===== config.mk =====
export PLATFORM = sky130hd
export DESIGN_NAME = png_stored_greyscale_encoder
export DESIGN_NICKNAME = d
export VERILOG_FILES = /design/src/hdl/pse_pkg.sv /design/src/hdl/pse_queue.sv /design/src/hdl/pse_front.sv /design/src/hdl/pse_back.sv /design/src/hdl/png_stored_greyscale_encoder.sv
export SDC_FILE = /design/constraint.sdc
export NUM_CORES = 2
export LEC_CHECK = 0
export ABC_AREA = 1
export CORE_ASPECT_RATIO = 1.25
export CORE_MARGIN = 3
export CORE_UTILIZATION = 45
export DETAILED_ROUTE_END_ITERATION = 6
export DONT_BUFFER_PORTS = 1
export PLACE_DENSITY = 0.65
export SLEW_MARGIN = 20
export SYNTH_ARGS = -nofsm -noshare
export SYNTH_HDL_FRONTEND = slang
export SYNTH_HIERARCHICAL = 1
export SYNTH_SLANG_ARGS = --single-unit

===== constraint.sdc =====
create_clock -name clk -period 7.58 [get_ports clk]
set_clock_uncertainty 0.2 [all_clocks]
set_input_delay 0 -clock clk [delete_from_list [all_inputs] [get_ports clk]]
set_output_delay 0 -clock clk [all_outputs]
set_load 0.005 [all_outputs]

===== src/hdl/pse_pkg.sv =====
// Shared types, constants and the CRC-32 byte step of the PNG stored greyscale encoder.
`default_nettype none
package pse_pkg;

  localparam int DIM_W = 13;
  localparam int RAW_W = 26;
  localparam int CNT_W = 6;
  localparam int IDX_W = 6;

  // Largest width or height; it must fit DIM_W bits.
  localparam int MAX_DIMENSION = 4096;

  localparam logic [CNT_W-1:0] RESULT_LIMIT = 6'd50;
  localparam logic [IDX_W-1:0] HDR_LAST = 6'd42;
  localparam logic [IDX_W-1:0] TRL_LAST = 6'd19;
  localparam logic [IDX_W-1:0] BLK_LAST = 6'd4;
  localparam logic [IDX_W-1:0] HDR_IDAT_LEN = 6'd33;
  localparam logic [IDX_W-1:0] HDR_IHDR_TAG = 6'd12;
  localparam logic [IDX_W-1:0] HDR_IDAT_TAG = 6'd37;
  localparam logic [IDX_W-1:0] TRL_IEND_TAG = 6'd12;

  localparam logic [31:0] CRC_POLY = 32'hEDB88320;
  localparam logic [16:0] ADLER_MOD = 17'd65521;

  localparam logic [2:0] CFG_ADDR_WIDTH = 3'd0;
  localparam logic [2:0] CFG_ADDR_HEIGHT = 3'd4;

  // One pixel with its position flags and the frame's dimensions.
  typedef struct packed {
    logic [7:0]       pixel;
    logic             sof;
    logic             sor;
    logic             eof;
    logic [DIM_W-1:0] w;
    logic [DIM_W-1:0] h;
  } pse_cmd_t;

  function automatic logic [31:0] crc_byte(input logic [31:0] crc, input logic [7:0] b);
    logic [31:0] c;
    c = crc ^ {24'd0, b};
    for (int k = 0; k < 8; k++) begin
      c = (c >> 1) ^ (c[0] ? CRC_POLY : 32'd0);
    end
    return c;
  endfunction

endpackage
`default_nettype wire


===== src/hdl/pse_queue.sv =====
// Short command queue between the pixel classifier and the byte sequencer.
`default_nettype none
module pse_queue
  import pse_pkg::*;
(
  input  wire logic     clk,
  input  wire logic     rst_n,
  input  wire logic     push,
  input  pse_cmd_t      push_cmd,
  output logic          full,
  input  wire logic     pop,
  output logic          valid,
  output pse_cmd_t      head
);

  pse_cmd_t   mem_r [4];
  logic [1:0] wp_r, rp_r;
  logic [2:0] cnt_r;

  assign full  = (cnt_r == 3'd4);
  assign valid = (cnt_r != 3'd0);
  assign head  = mem_r[rp_r];

  always_ff @(posedge clk) begin
    if (push) begin
      mem_r[wp_r] <= push_cmd;
    end
  end

  always_ff @(posedge clk) begin
    if (!rst_n) begin
      wp_r  <= 2'd0;
      rp_r  <= 2'd0;
      cnt_r <= 3'd0;
    end else begin
      if (push) wp_r <= wp_r + 2'd1;
      if (pop)  rp_r <= rp_r + 2'd1;
      cnt_r <= cnt_r + {2'd0, push} - {2'd0, pop};
    end
  end

endmodule
`default_nettype wire


===== src/hdl/pse_front.sv =====
// Pixel intake: latches frame dimensions and tags each pixel with its position.
`default_nettype none
module pse_front
  import pse_pkg::*;
(
  input  wire logic             clk,
  input  wire logic             rst_n,
  input  wire logic             in_tvalid,
  output logic                  in_tready,
  input  wire logic [7:0]       in_tdata,
  input  wire logic [DIM_W-1:0] cfg_w,
  input  wire logic [DIM_W-1:0] cfg_h,
  input  wire logic             q_full,
  output logic                  push,
  output pse_cmd_t              push_cmd
);

  logic             active_r;
  logic [DIM_W-1:0] col_r, row_r, fw_r, fh_r;
  logic [DIM_W-1:0] cw, ch, fw, fh, col, row;
  logic [DIM_W:0]   col_inc, row_inc;
  logic             row_end, eof;

  function automatic logic [DIM_W-1:0] clamp(input logic [DIM_W-1:0] v,
                                             input logic [DIM_W-1:0] lo);
    logic [DIM_W-1:0] r;
    r = v;
    if (v < lo) r = lo;
    else if ({19'd0, v} > 32'(MAX_DIMENSION)) r = DIM_W'(MAX_DIMENSION);
    return r;
  endfunction

  assign cw = clamp(cfg_w, 13'd2);
  assign ch = clamp(cfg_h, 13'd1);
  assign fw  = active_r ? fw_r : cw;
  assign fh  = active_r ? fh_r : ch;
  assign col = active_r ? col_r : '0;
  assign row = active_r ? row_r : '0;
  assign col_inc = {1'b0, col} + 14'd1;
  assign row_inc = {1'b0, row} + 14'd1;
  assign row_end = col_inc >= {1'b0, fw};
  assign eof = row_end && (row_inc >= {1'b0, fh});

  assign in_tready = !q_full;
  assign push = in_tvalid && in_tready;

  always_comb begin
    push_cmd.pixel = in_tdata;
    push_cmd.sof   = !active_r;
    push_cmd.sor   = (col == '0);
    push_cmd.eof   = eof;
    push_cmd.w     = fw;
    push_cmd.h     = fh;
  end

  always_ff @(posedge clk) begin
    if (!rst_n) begin
      active_r <= 1'b0;
      col_r    <= '0;
      row_r    <= '0;
      fw_r     <= 13'd2;
      fh_r     <= 13'd1;
    end else if (push) begin
      fw_r     <= fw;
      fh_r     <= fh;
      active_r <= !eof;
      col_r    <= row_end ? '0 : col_inc[DIM_W-1:0];
      row_r    <= row_end ? row_inc[DIM_W-1:0] : row;
    end
  end

endmodule
`default_nettype wire


===== src/hdl/pse_back.sv =====
// Byte sequencer: emits headers, stored-block framing, pixels and trailers with CRC and Adler.
`default_nettype none
module pse_back
  import pse_pkg::*;
#(
  parameter int STORED_BLOCK_MAX = 65535
) (
  input  wire logic       clk,
  input  wire logic       rst_n,
  input  wire logic       q_valid,
  input  pse_cmd_t        q_cmd,
  output logic            q_pop,
  input  wire logic       out_tready,
  output logic            out_tvalid,
  output logic [7:0]      out_tdata,
  output logic            out_tlast,
  output logic [0:0]      out_tuser
);

  localparam logic [2:0] PH_IDLE = 3'd0;
  localparam logic [2:0] PH_HDR  = 3'd1;
  localparam logic [2:0] PH_BLK  = 3'd2;
  localparam logic [2:0] PH_RAW  = 3'd3;
  localparam logic [2:0] PH_TRL  = 3'd4;

  localparam logic [16:0] BMAX = 17'(STORED_BLOCK_MAX);

  // Rounded-up reciprocal of the block size, exact for any dividend below 2**RAW_W.
  localparam int DIV_L = $clog2(STORED_BLOCK_MAX);
  localparam int DIV_S = RAW_W + DIV_L;
  localparam logic [63:0] DIV_M_W =
    ((64'd1 << DIV_S) + 64'(STORED_BLOCK_MAX) - 64'd1) / 64'(STORED_BLOCK_MAX);
  localparam logic [27:0] DIV_M = DIV_M_W[27:0];

  logic [2:0]       ph_r, ph, ph_nxt;
  logic [IDX_W-1:0] idx_r, idx, idx_nxt;
  logic             filt_r, filt, filt_nxt;
  pse_cmd_t         cmd_r, cmd;
  logic [CNT_W-1:0] cnt_r, cnt;
  logic [31:0]      crc_r, crc_in, crc_nxt;
  logic [15:0]      alo_r, ahi_r, alo_nxt, ahi_nxt;
  logic [16:0]      alo_sum, ahi_sum;
  logic [15:0]      blk_r, blk_nxt, blk_dec, n;
  logic [RAW_W-1:0] raw_r, raw_nxt, mul_r, xdiv_r, nb_r;
  logic [39:0]      plo_r, phi_r;
  logic [53:0]      psum;
  logic [3:0]       lstg_r;
  logic             len_ok_r;
  logic [31:0]      len_r;
  logic             out_valid_r, out_last_r, out_file_r;
  logic [7:0]       out_data_r;
  logic [7:0]       b, rb;
  logic             crcf, tag, item_end, have, hold, adv, emit, last, fin;

  assign cmd  = (ph_r == PH_IDLE) ? q_cmd : cmd_r;
  assign cnt  = (ph_r == PH_IDLE) ? '0 : cnt_r;
  assign have = (ph_r != PH_IDLE) || q_valid;

  always_comb begin
    if (ph_r == PH_IDLE) begin
      idx  = '0;
      filt = q_cmd.sor;
      if (q_cmd.sof) ph = PH_HDR;
      else ph = (blk_r == 16'd0) ? PH_BLK : PH_RAW;
    end else begin
      idx  = idx_r;
      filt = filt_r;
      ph   = ph_r;
    end
  end

  assign hold  = (ph == PH_HDR) && (idx >= HDR_IDAT_LEN) && !len_ok_r;
  assign adv   = have && !hold && (!out_valid_r || out_tready);
  assign q_pop = adv && (ph_r == PH_IDLE);

  assign n  = ({{(RAW_W-17){1'b0}}, BMAX} < raw_r) ? BMAX[15:0] : raw_r[15:0];
  assign fin = (raw_r <= {{(RAW_W-17){1'b0}}, BMAX});
  assign rb = filt ? 8'd0 : cmd.pixel;

  // Byte selection and CRC coverage for the current position.
  always_comb begin
    b = 8'd0;
    crcf = 1'b1;
    tag = 1'b0;
    unique case (ph)
      PH_HDR: begin
        crcf = ((idx >= 6'd12) && (idx <= 6'd28)) || (idx >= HDR_IDAT_TAG);
        tag  = (idx == HDR_IHDR_TAG) || (idx == HDR_IDAT_TAG);
        unique case (idx)
          6'd0: b = 8'h89;  6'd1: b = 8'h50;  6'd2: b = 8'h4E;  6'd3: b = 8'h47;
          6'd4: b = 8'h0D;  6'd5: b = 8'h0A;  6'd6: b = 8'h1A;  6'd7: b = 8'h0A;
          6'd11: b = 8'h0D;
          6'd12: b = 8'h49; 6'd13: b = 8'h48; 6'd14: b = 8'h44; 6'd15: b = 8'h52;
          6'd18: b = {3'd0, cmd.w[12:8]};
          6'd19: b = cmd.w[7:0];
          6'd22: b = {3'd0, cmd.h[12:8]};
          6'd23: b = cmd.h[7:0];
          6'd24: b = 8'h08;
          6'd29: b = ~crc_r[31:24]; 6'd30: b = ~crc_r[23:16];
          6'd31: b = ~crc_r[15:8];  6'd32: b = ~crc_r[7:0];
          6'd33: b = len_r[31:24];  6'd34: b = len_r[23:16];
          6'd35: b = len_r[15:8];   6'd36: b = len_r[7:0];
          6'd37: b = 8'h49; 6'd38: b = 8'h44; 6'd39: b = 8'h41; 6'd40: b = 8'h54;
          6'd41: b = 8'h78; 6'd42: b = 8'h01;
          default: b = 8'h00;
        endcase
      end
      PH_BLK: begin
        unique case (idx)
          6'd0: b = {7'd0, fin};
          6'd1: b = n[7:0];
          6'd2: b = n[15:8];
          6'd3: b = ~n[7:0];
          default: b = ~n[15:8];
        endcase
      end
      PH_RAW: b = rb;
      PH_TRL: begin
        crcf = (idx <= 6'd3) || ((idx >= TRL_IEND_TAG) && (idx <= 6'd15));
        tag  = (idx == TRL_IEND_TAG);
        unique case (idx)
          6'd0: b = ahi_r[15:8]; 6'd1: b = ahi_r[7:0];
          6'd2: b = alo_r[15:8]; 6'd3: b = alo_r[7:0];
          6'd4: b = ~crc_r[31:24]; 6'd5: b = ~crc_r[23:16];
          6'd6: b = ~crc_r[15:8];  6'd7: b = ~crc_r[7:0];
          6'd12: b = 8'h49; 6'd13: b = 8'h45; 6'd14: b = 8'h4E; 6'd15: b = 8'h44;
          6'd16: b = ~crc_r[31:24]; 6'd17: b = ~crc_r[23:16];
          6'd18: b = ~crc_r[15:8];  6'd19: b = ~crc_r[7:0];
          default: b = 8'h00;
        endcase
      end
      default: b = 8'h00;
    endcase
  end

  assign crc_in  = tag ? 32'hFFFFFFFF : crc_r;
  assign crc_nxt = crcf ? crc_byte(crc_in, b) : crc_r;

  assign alo_sum = {1'b0, alo_r} + {9'd0, rb};
  assign alo_nxt = (alo_sum >= ADLER_MOD) ? 16'(alo_sum - ADLER_MOD) : alo_sum[15:0];
  assign ahi_sum = {1'b0, ahi_r} + {1'b0, alo_nxt};
  assign ahi_nxt = (ahi_sum >= ADLER_MOD) ? 16'(ahi_sum - ADLER_MOD) : ahi_sum[15:0];
  assign blk_dec = blk_r - 16'd1;

  always_comb begin
    ph_nxt   = ph;
    idx_nxt  = idx + 6'd1;
    filt_nxt = filt;
    blk_nxt  = blk_r;
    raw_nxt  = raw_r;
    item_end = 1'b0;
    unique case (ph)
      PH_HDR: begin
        if (idx == HDR_LAST) begin
          ph_nxt   = PH_BLK;
          idx_nxt  = '0;
          filt_nxt = 1'b1;
          raw_nxt  = mul_r;
          blk_nxt  = 16'd0;
        end
      end
      PH_BLK: begin
        if (idx == BLK_LAST) begin
          ph_nxt  = PH_RAW;
          idx_nxt = '0;
          blk_nxt = n;
        end
      end
      PH_RAW: begin
        blk_nxt = blk_dec;
        raw_nxt = raw_r - 26'd1;
        idx_nxt = '0;
        if (filt) begin
          filt_nxt = 1'b0;
          ph_nxt   = (blk_dec == 16'd0) ? PH_BLK : PH_RAW;
        end else if (cmd.eof) begin
          ph_nxt = PH_TRL;
        end else begin
          ph_nxt   = PH_IDLE;
          item_end = 1'b1;
        end
      end
      PH_TRL: begin
        if (idx == TRL_LAST) begin
          ph_nxt   = PH_IDLE;
          item_end = 1'b1;
        end
      end
      default: ph_nxt = PH_IDLE;
    endcase
  end

  // Bytes past the per-pixel limit still advance the checksums but are not shown.
  assign emit = (cnt < RESULT_LIMIT);
  assign last = item_end || (cnt == RESULT_LIMIT - 6'd1);

  always_ff @(posedge clk) begin
    if (!rst_n) begin
      ph_r        <= PH_IDLE;
      idx_r       <= '0;
      filt_r      <= 1'b0;
      cnt_r       <= '0;
      crc_r       <= 32'hFFFFFFFF;
      alo_r       <= 16'd1;
      ahi_r       <= 16'd0;
      blk_r       <= 16'd0;
      raw_r       <= '0;
      out_valid_r <= 1'b0;
    end else begin
      if (adv) begin
        ph_r        <= ph_nxt;
        idx_r       <= idx_nxt;
        filt_r      <= filt_nxt;
        cnt_r       <= cnt + {5'd0, emit};
        crc_r       <= crc_nxt;
        blk_r       <= blk_nxt;
        raw_r       <= raw_nxt;
        out_valid_r <= emit;
        if (ph == PH_RAW) begin
          alo_r <= alo_nxt;
          ahi_r <= ahi_nxt;
        end else if (ph == PH_HDR) begin
          alo_r <= 16'd1;
          ahi_r <= 16'd0;
        end
      end else if (out_tready) begin
        out_valid_r <= 1'b0;
      end
    end
  end

  always_ff @(posedge clk) begin
    if (adv) begin
      cmd_r      <= cmd;
      out_data_r <= b;
      out_last_r <= last;
      out_file_r <= last && cmd.eof;
    end
  end

  // IDAT length: the block count is a rounded-up division by the block size, done as a
  // reciprocal multiply in four pipelined steps, well before the header needs it.
  assign psum = {phi_r, 14'd0} + {14'd0, plo_r};

  always_ff @(posedge clk) begin
    if (!rst_n) begin
      lstg_r   <= 4'd0;
      len_ok_r <= 1'b0;
    end else if (q_pop && q_cmd.sof) begin
      lstg_r   <= 4'b0001;
      len_ok_r <= 1'b0;
    end else begin
      lstg_r <= {lstg_r[2:0], 1'b0};
      if (lstg_r[3]) len_ok_r <= 1'b1;
    end
  end

  always_ff @(posedge clk) begin
    if (q_pop && q_cmd.sof) begin
      mul_r <= {12'd0, {1'b0, q_cmd.w} + 14'd1} * {13'd0, q_cmd.h};
    end
    if (lstg_r[0]) begin
      xdiv_r <= mul_r + RAW_W'(STORED_BLOCK_MAX - 1);
    end
    if (lstg_r[1]) begin
      plo_r <= {14'd0, xdiv_r} * {26'd0, DIV_M[13:0]};
      phi_r <= {14'd0, xdiv_r} * {26'd0, DIV_M[27:14]};
    end
    if (lstg_r[2]) begin
      nb_r <= RAW_W'(psum >> DIV_S);
    end
    if (lstg_r[3]) begin
      len_r <= 32'(mul_r) + {4'd0, nb_r, 2'b00} + 32'(nb_r) + 32'd6;
    end
  end

  assign out_tvalid   = out_valid_r;
  assign out_tdata    = out_data_r;
  assign out_tlast    = out_last_r;
  assign out_tuser[0] = out_file_r;

endmodule
`default_nettype wire


===== src/hdl/png_stored_greyscale_encoder.sv =====
// A plain pixel passes through the command queue and the output register before it is shown.
// Throughput: one byte per cycle while out_tready is high; a plain pixel releases one byte,
// the first pixel of a row two, a new stored block adds five, the first pixel of a
// frame adds 43 header bytes and the last one adds 20 trailer bytes.
// The byte sequencer's single output port sets this rate.
// Reset (synchronous, active low) clears all control state and restores width 2, height 1.
`default_nettype none
module png_stored_greyscale_encoder
  import pse_pkg::*;
#(
  parameter int STORED_BLOCK_MAX = 65535
) (
  input  wire logic        clk,
  input  wire logic        rst_n,
  input  wire logic        in_tvalid,
  output logic             in_tready,
  input  wire logic [7:0]  in_tdata,    // [7:0] pixel
  output logic             out_tvalid,
  input  wire logic        out_tready,
  output logic [7:0]       out_tdata,   // [7:0] out_byte
  output logic             out_tlast,
  output logic [0:0]       out_tuser,   // [0] file_last
  input  wire logic        cfg_psel,
  input  wire logic        cfg_penable,
  input  wire logic        cfg_pwrite,
  input  wire logic [2:0]  cfg_paddr,
  input  wire logic [31:0] cfg_pwdata,
  output logic [31:0]      cfg_prdata,
  output logic             cfg_pready
);

  logic [DIM_W-1:0] width_r, height_r;
  logic             q_full, push, q_valid, q_pop;
  pse_cmd_t         push_cmd, q_head;
  logic             wr;

  assign cfg_pready = 1'b1;
  assign wr = cfg_psel && cfg_penable && cfg_pwrite && cfg_pready;
  assign cfg_prdata = (cfg_paddr == CFG_ADDR_HEIGHT) ? {19'd0, height_r} :
                      (cfg_paddr == CFG_ADDR_WIDTH)  ? {19'd0, width_r}  : 32'd0;

  always_ff @(posedge clk) begin
    if (!rst_n) begin
      width_r  <= 13'd2;
      height_r <= 13'd1;
    end else if (wr) begin
      if (cfg_paddr == CFG_ADDR_WIDTH)  width_r  <= cfg_pwdata[DIM_W-1:0];
      if (cfg_paddr == CFG_ADDR_HEIGHT) height_r <= cfg_pwdata[DIM_W-1:0];
    end
  end

  pse_front u_front (
    .clk, .rst_n, .in_tvalid, .in_tready, .in_tdata,
    .cfg_w(width_r), .cfg_h(height_r), .q_full, .push, .push_cmd
  );

  pse_queue u_queue (
    .clk, .rst_n, .push, .push_cmd, .full(q_full), .pop(q_pop),
    .valid(q_valid), .head(q_head)
  );

  pse_back #(.STORED_BLOCK_MAX(STORED_BLOCK_MAX)) u_back (
    .clk, .rst_n, .q_valid, .q_cmd(q_head), .q_pop,
    .out_tready, .out_tvalid, .out_tdata, .out_tlast, .out_tuser
  );

endmodule
`default_nettype wire


* Word level (Yosys, flattened, before mapping)
Memory sizes are Yosys's and may differ from the RTL's. A register that Yosys moved wholly into a read port is not among the register bits. Index checks and enable logic that the tools add are counted.
Word-level totals: memory bits (writable) 148, bits in read-only memories 0, register bits after elaboration 419, output and inout bits 45, bits in latches 0, memories kept 1, input port bits 50, word-level logic and storage cells 258
Operators by class: multiply operators 2, mux-type cells 70, reductions and logical operators 52, div/mod/pow operators 0, equal/unequal tests 42, bitwise operators 16, shifts and indexed selects 0, $add $sub $neg 20, magnitude comparators 17
Memories:
- u_queue.mem_r | words 4, width 37, read ports 1, clocked after memory_dff 1, wr ports 1, line pse_queue.sv:16 | pse_cmd_t mem_r [4];
Operator list (count):
- $mux W32 | 9
- $xor A31 B32 Y32 | 8
- $pmux W8 S28 | 1
- $mux W13 | 12
- $mux W16 | 9
- $pmux W8 S12 | 1
- $eq A6 B6 Y1 const B | 12
- $pmux W8 S4 | 2
- $eq A6 B5 Y1 const B | 10
- $add A52 B37 Y53 | 1
- $pmux W26 S2 | 1
- $not A8 Y8 | 6
- $pmux W16 S3 | 1
- $add A13 B1 Y14 const B | 3
- $mul A26 B11 Y37 const B | 1
- $mux W37 | 1
- $ge A17 B16 Y1 const B | 2
- $add A32 B3 Y32 const B | 1
- $logic_not A16 Y1 | 2
- $sub A16 B16 Y16 const B | 2
- $xor A32 B8 Y32 | 1
- $eq A6 B4 Y1 const B | 5
- $add A27 B11 Y28 | 1
- $ge A14 B13 Y1 | 2
- other kinds (52) | 125

* Depth between registers and ports, before layout
word-level depth 24, mapped depth 56, depth with buffers taken out 54

* Modules after synthesis
The synthesis kept the hierarchy.
Modules (own cells, without submodules):
- pse_back | cells an instance 3478, seq. area each 7727.4 µm², area each 26307.7 µm², instances 1
- pse_queue | cells an instance 487, seq. area each 4624.4 µm², area each 6217.2 µm², instances 1
- pse_front | cells an instance 661, seq. area each 1061.0 µm², area each 4140.2 µm², instances 1
- png_stored_greyscale_encoder | cells an instance 226, seq. area each 520.5 µm², area each 1447.6 µm², instances 1

* Worst setup path after synthesis
Ideal clock, no wire load.
path type reg2reg, start register (tool-made name), end register u_back.mul_r[24] (data pin), period minus slack after synthesis 7206 ps, slack 374 ps, required time 7118 ps, arrival 6744 ps, cell stages (with the launch flop) 32, path buffers 3, library setup time 262 ps, path through dfxtp_1 -> buf_4 -> buf_4 -> a21oi_1 -> o21ai_0 -> nand2_1 -> ha_1 -> nand4_1 -> nor2_1 -> nand4_1 -> nor2_1 -> xor2_1 -> clkbuf_1 -> nand2_1 -> fa_1 -> inv_1 -> fa_1 -> fa_1 -> fa_1 -> fa_1 -> ha_1 -> a21oi_1 -> o21a_1 -> nand2_1 -> a21boi_0 -> o21ai_0 -> a21boi_0 -> o21ai_0 -> a21boi_0 -> o21bai_1 -> a21oi_1 -> xor2_1
RTL lines:
- end signal, assigned | line pse_back.sv:260 | mul_r <= {12'd0, {1'b0, q_cmd.w} + 14'd1} * {13'd0, q_cmd.h};
- end, declared | line pse_back.sv:44 | logic [RAW_W-1:0] raw_r, raw_nxt, mul_r, xdiv_r, nb_r;

==> flow_summary.toml <==
[drt]
ant_nets = 0
drt-total-wl_mm = 109
drt_pass1_iterations = 6
routedWlPerCell_um = 18.0
vias = 32600
drtIter0Drc = 2362
via_per_inst = 5.38
drc_errors = 0

[finish]
drive_gt1_share_pct = 7.46
final_common_cell = "nand2_1"
design_area_sq_mm = 0.0424
layout_common_cells = "nand2_1 (1234), inv_1 (652), nor2_1 (426)"
fin_nets = 5351
area_growth_pct = 11.4
fin_cells = 6056
diodes = 0
fillers = 7942

[logic_synthesis]
ys.flop_type = "edfxtp_1"
netlist_instances = 4852
async_reset_ff_share_pct = 0
synth_seq_cells = 536
yosysSeqAreaShare_pct = 36.6
synth_warnings = 6
syn_area_per_cell_sq_um = 7.86
synth.distinct_cells = 64
synth_edf_count = 320
netlist_area_sq_mm = 0.0381

[setup_path]
slowest_delay_ns = 0.57
cp_max_fo = 13
cp.required_ns = 7.78
setup.worst_path.end_class = "flop"
r2r_slack_ns = 0.26
arrival_ns = 7.52
path_common_cell = "fa_1"
critical_path_class = "reg -> reg"
cp_slowest_cell = "fa_1"
critPathLaunchType = "flop"

[place]
dp_cells = 5844
io_buffers = 0
dp_hpwl_mm = 80.8
gp_congestion = 0.949
place_area_sq_mm = 0.0392
dp_slack_ns = 0.180

[global_routing]
grt_pass1_vias = 31500
grt-ovfl-total = 0
grt_pass1_wl_mm = 170
grt_use_total_pct = 24.1
grt_max_degree = 95
grt_antenna_before_repair = 0

[floorplanning]
start_util_pct = 45.7
core_area_sq_mm = 0.0834
rows = 118
die_area_sq_mm = 0.0882
io_pins = 95
die_y_um = 331
die_w_um = 266

[cts]
clkSlewWorstSetupHoldPaths_ns = 0.06
clk_latency_ns = 0.65
cts-buffers-inserted = 58
clock-sinks = 536
clockBufferDepth = 3
htree_levels = 2
tritoncts = "yes"
root_buffer = "clkbuf_16"

[hold_path]
hold_path_class = "in -> reg"
holdCritStartpoint = "cfg_pwdata[8]"

[sta]
period_needed_ns = 7.32
slew_violations = 0
finalSetupTns_ns = 0
hold_viol = 0
fin_ws_ns = 0.259
max_freq_mhz = 137
finalCritPeriodShare_pct = 96.6
worst_pin_slew_ns = 0.972
finalSetupViolCount = 0
max_slew_margin_pct = 35.2

[status]
status = "finished clean"

[flow_run]
maxCapViolations = 0
[Yosys cell counts (all sizes together), types with 6 or more instances]
cell type	instances	area [sq um]
a211oi	17	128
nand2	1273	4910
a221oi	6	52.6
nand3	306	1620
nor3	44	235
or2	10	62.6
xor2	137	1200
o21ai	230	1180
xnor2	43	377
a21boi	12	90.1
and2	8	50.1
ha	231	2890
inv	677	2540
fa	144	2880
nor4	16	100
nand3b	11	95.1
nand4	83	526
dfxtp	216	4320
clkinv	8	30.0
clkbuf	79	297
edfxtp	320	9610
a21oi	289	1450
nor2	464	1850
o211ai	57	428
a31oi	25	163
buf	103	702
o21bai	6	45.0
o22ai	11	68.8
[routing by layer]
layer,up-vias,global-route usage (%),part of all wire (%)
li1,15900,-,-
met5,-,0,0
met4,0,11.3,5.3
met1,15300,29.5,40
met3,285,2.74,5.7
met2,1078,42.1,49
[repair_timing]
| action | CTS | global route |
|---|---|---|
| endpoints found under the setup margin | 0 | 22 |
| resized for setup | 0 | 60 |
| endpoints found under the hold margin | 185 | 0 |
| hold buffers | 77 | 0 |
| buffers inserted | 0 | 19 |
[final timing paths]
check | endpoint | cells past startpoint
worst max register to register | u_back/mul_r[24] | 35
worst max-delay path | u_back/mul_r[24] | 35
worst min-delay path | width_r[8] | 5
worst min register to register | u_front/fw_r[12] | 2
[registers in the layout, summed over array words and instances (netlist names), 16 cells and up, named ones only]
| name | flops |
|---|---|
| u_back/ahi_r | 16 |
| u_back/alo_r | 16 |
| u_back/blk_r | 16 |
| u_back/cmd_r | 35 |
| u_back/crc_r | 32 |
| u_back/len_r | 27 |
| u_back/mul_r | 26 |
| u_back/phi_r | 26 |
| u_back/raw_r | 26 |
| u_back/xdiv_r | 26 |
| u_queue/mem_r | 148 |
[cell type report]
cell class / count / area, sq um / area share (%)
Inverter: 685 / 2570 / 6.07
Multi-Input combinational cell: 3469 / 20900 / 49.4
Timing Repair Buffer: 176 / 1640 / 3.87
Sequential cell: 536 / 13900 / 32.9
Clock buffer: 69 / 1520 / 3.59
Tap cell: 1080 / 1350 / 3.18
Clock inverter: 41 / 460 / 1.08
[worst max-delay path, delay by kind of cell (launching register included)]
kind	cells	cell delay (ns)
simple gates	7	0.90
fa+ha+maj	7	2.98
xor+xnor	1	0.08
compound gates	11	1.59
flops	1	0.38
buf+inv	9	0.92
[through the flow]
step / utilization, % / hold slack, ns
6_report: 50.9 / 0.0133
5_1_grt: 50.9 / 0.0490
4_1_cts: 50.3 / 0.00445
3_5_place_dp: 46.9 / -0.101
3_3_place_gp: 46.9 / -0.101
2_1_floorplan: - / -0.102
[cell families after synthesis]
group,after synthesis,synth area share [%]
other cells,2,0.0197
flops,536,36.6
compound gates,670,9.83
xor+xnor,180,4.14
fa+ha+maj,375,15.1
buf+inv,867,9.37
simple gates,2222,24.9
Power is left out: the tool's default activity adds up to more than one toggle a clock period on the data nets, which glitch-free logic cannot reach.
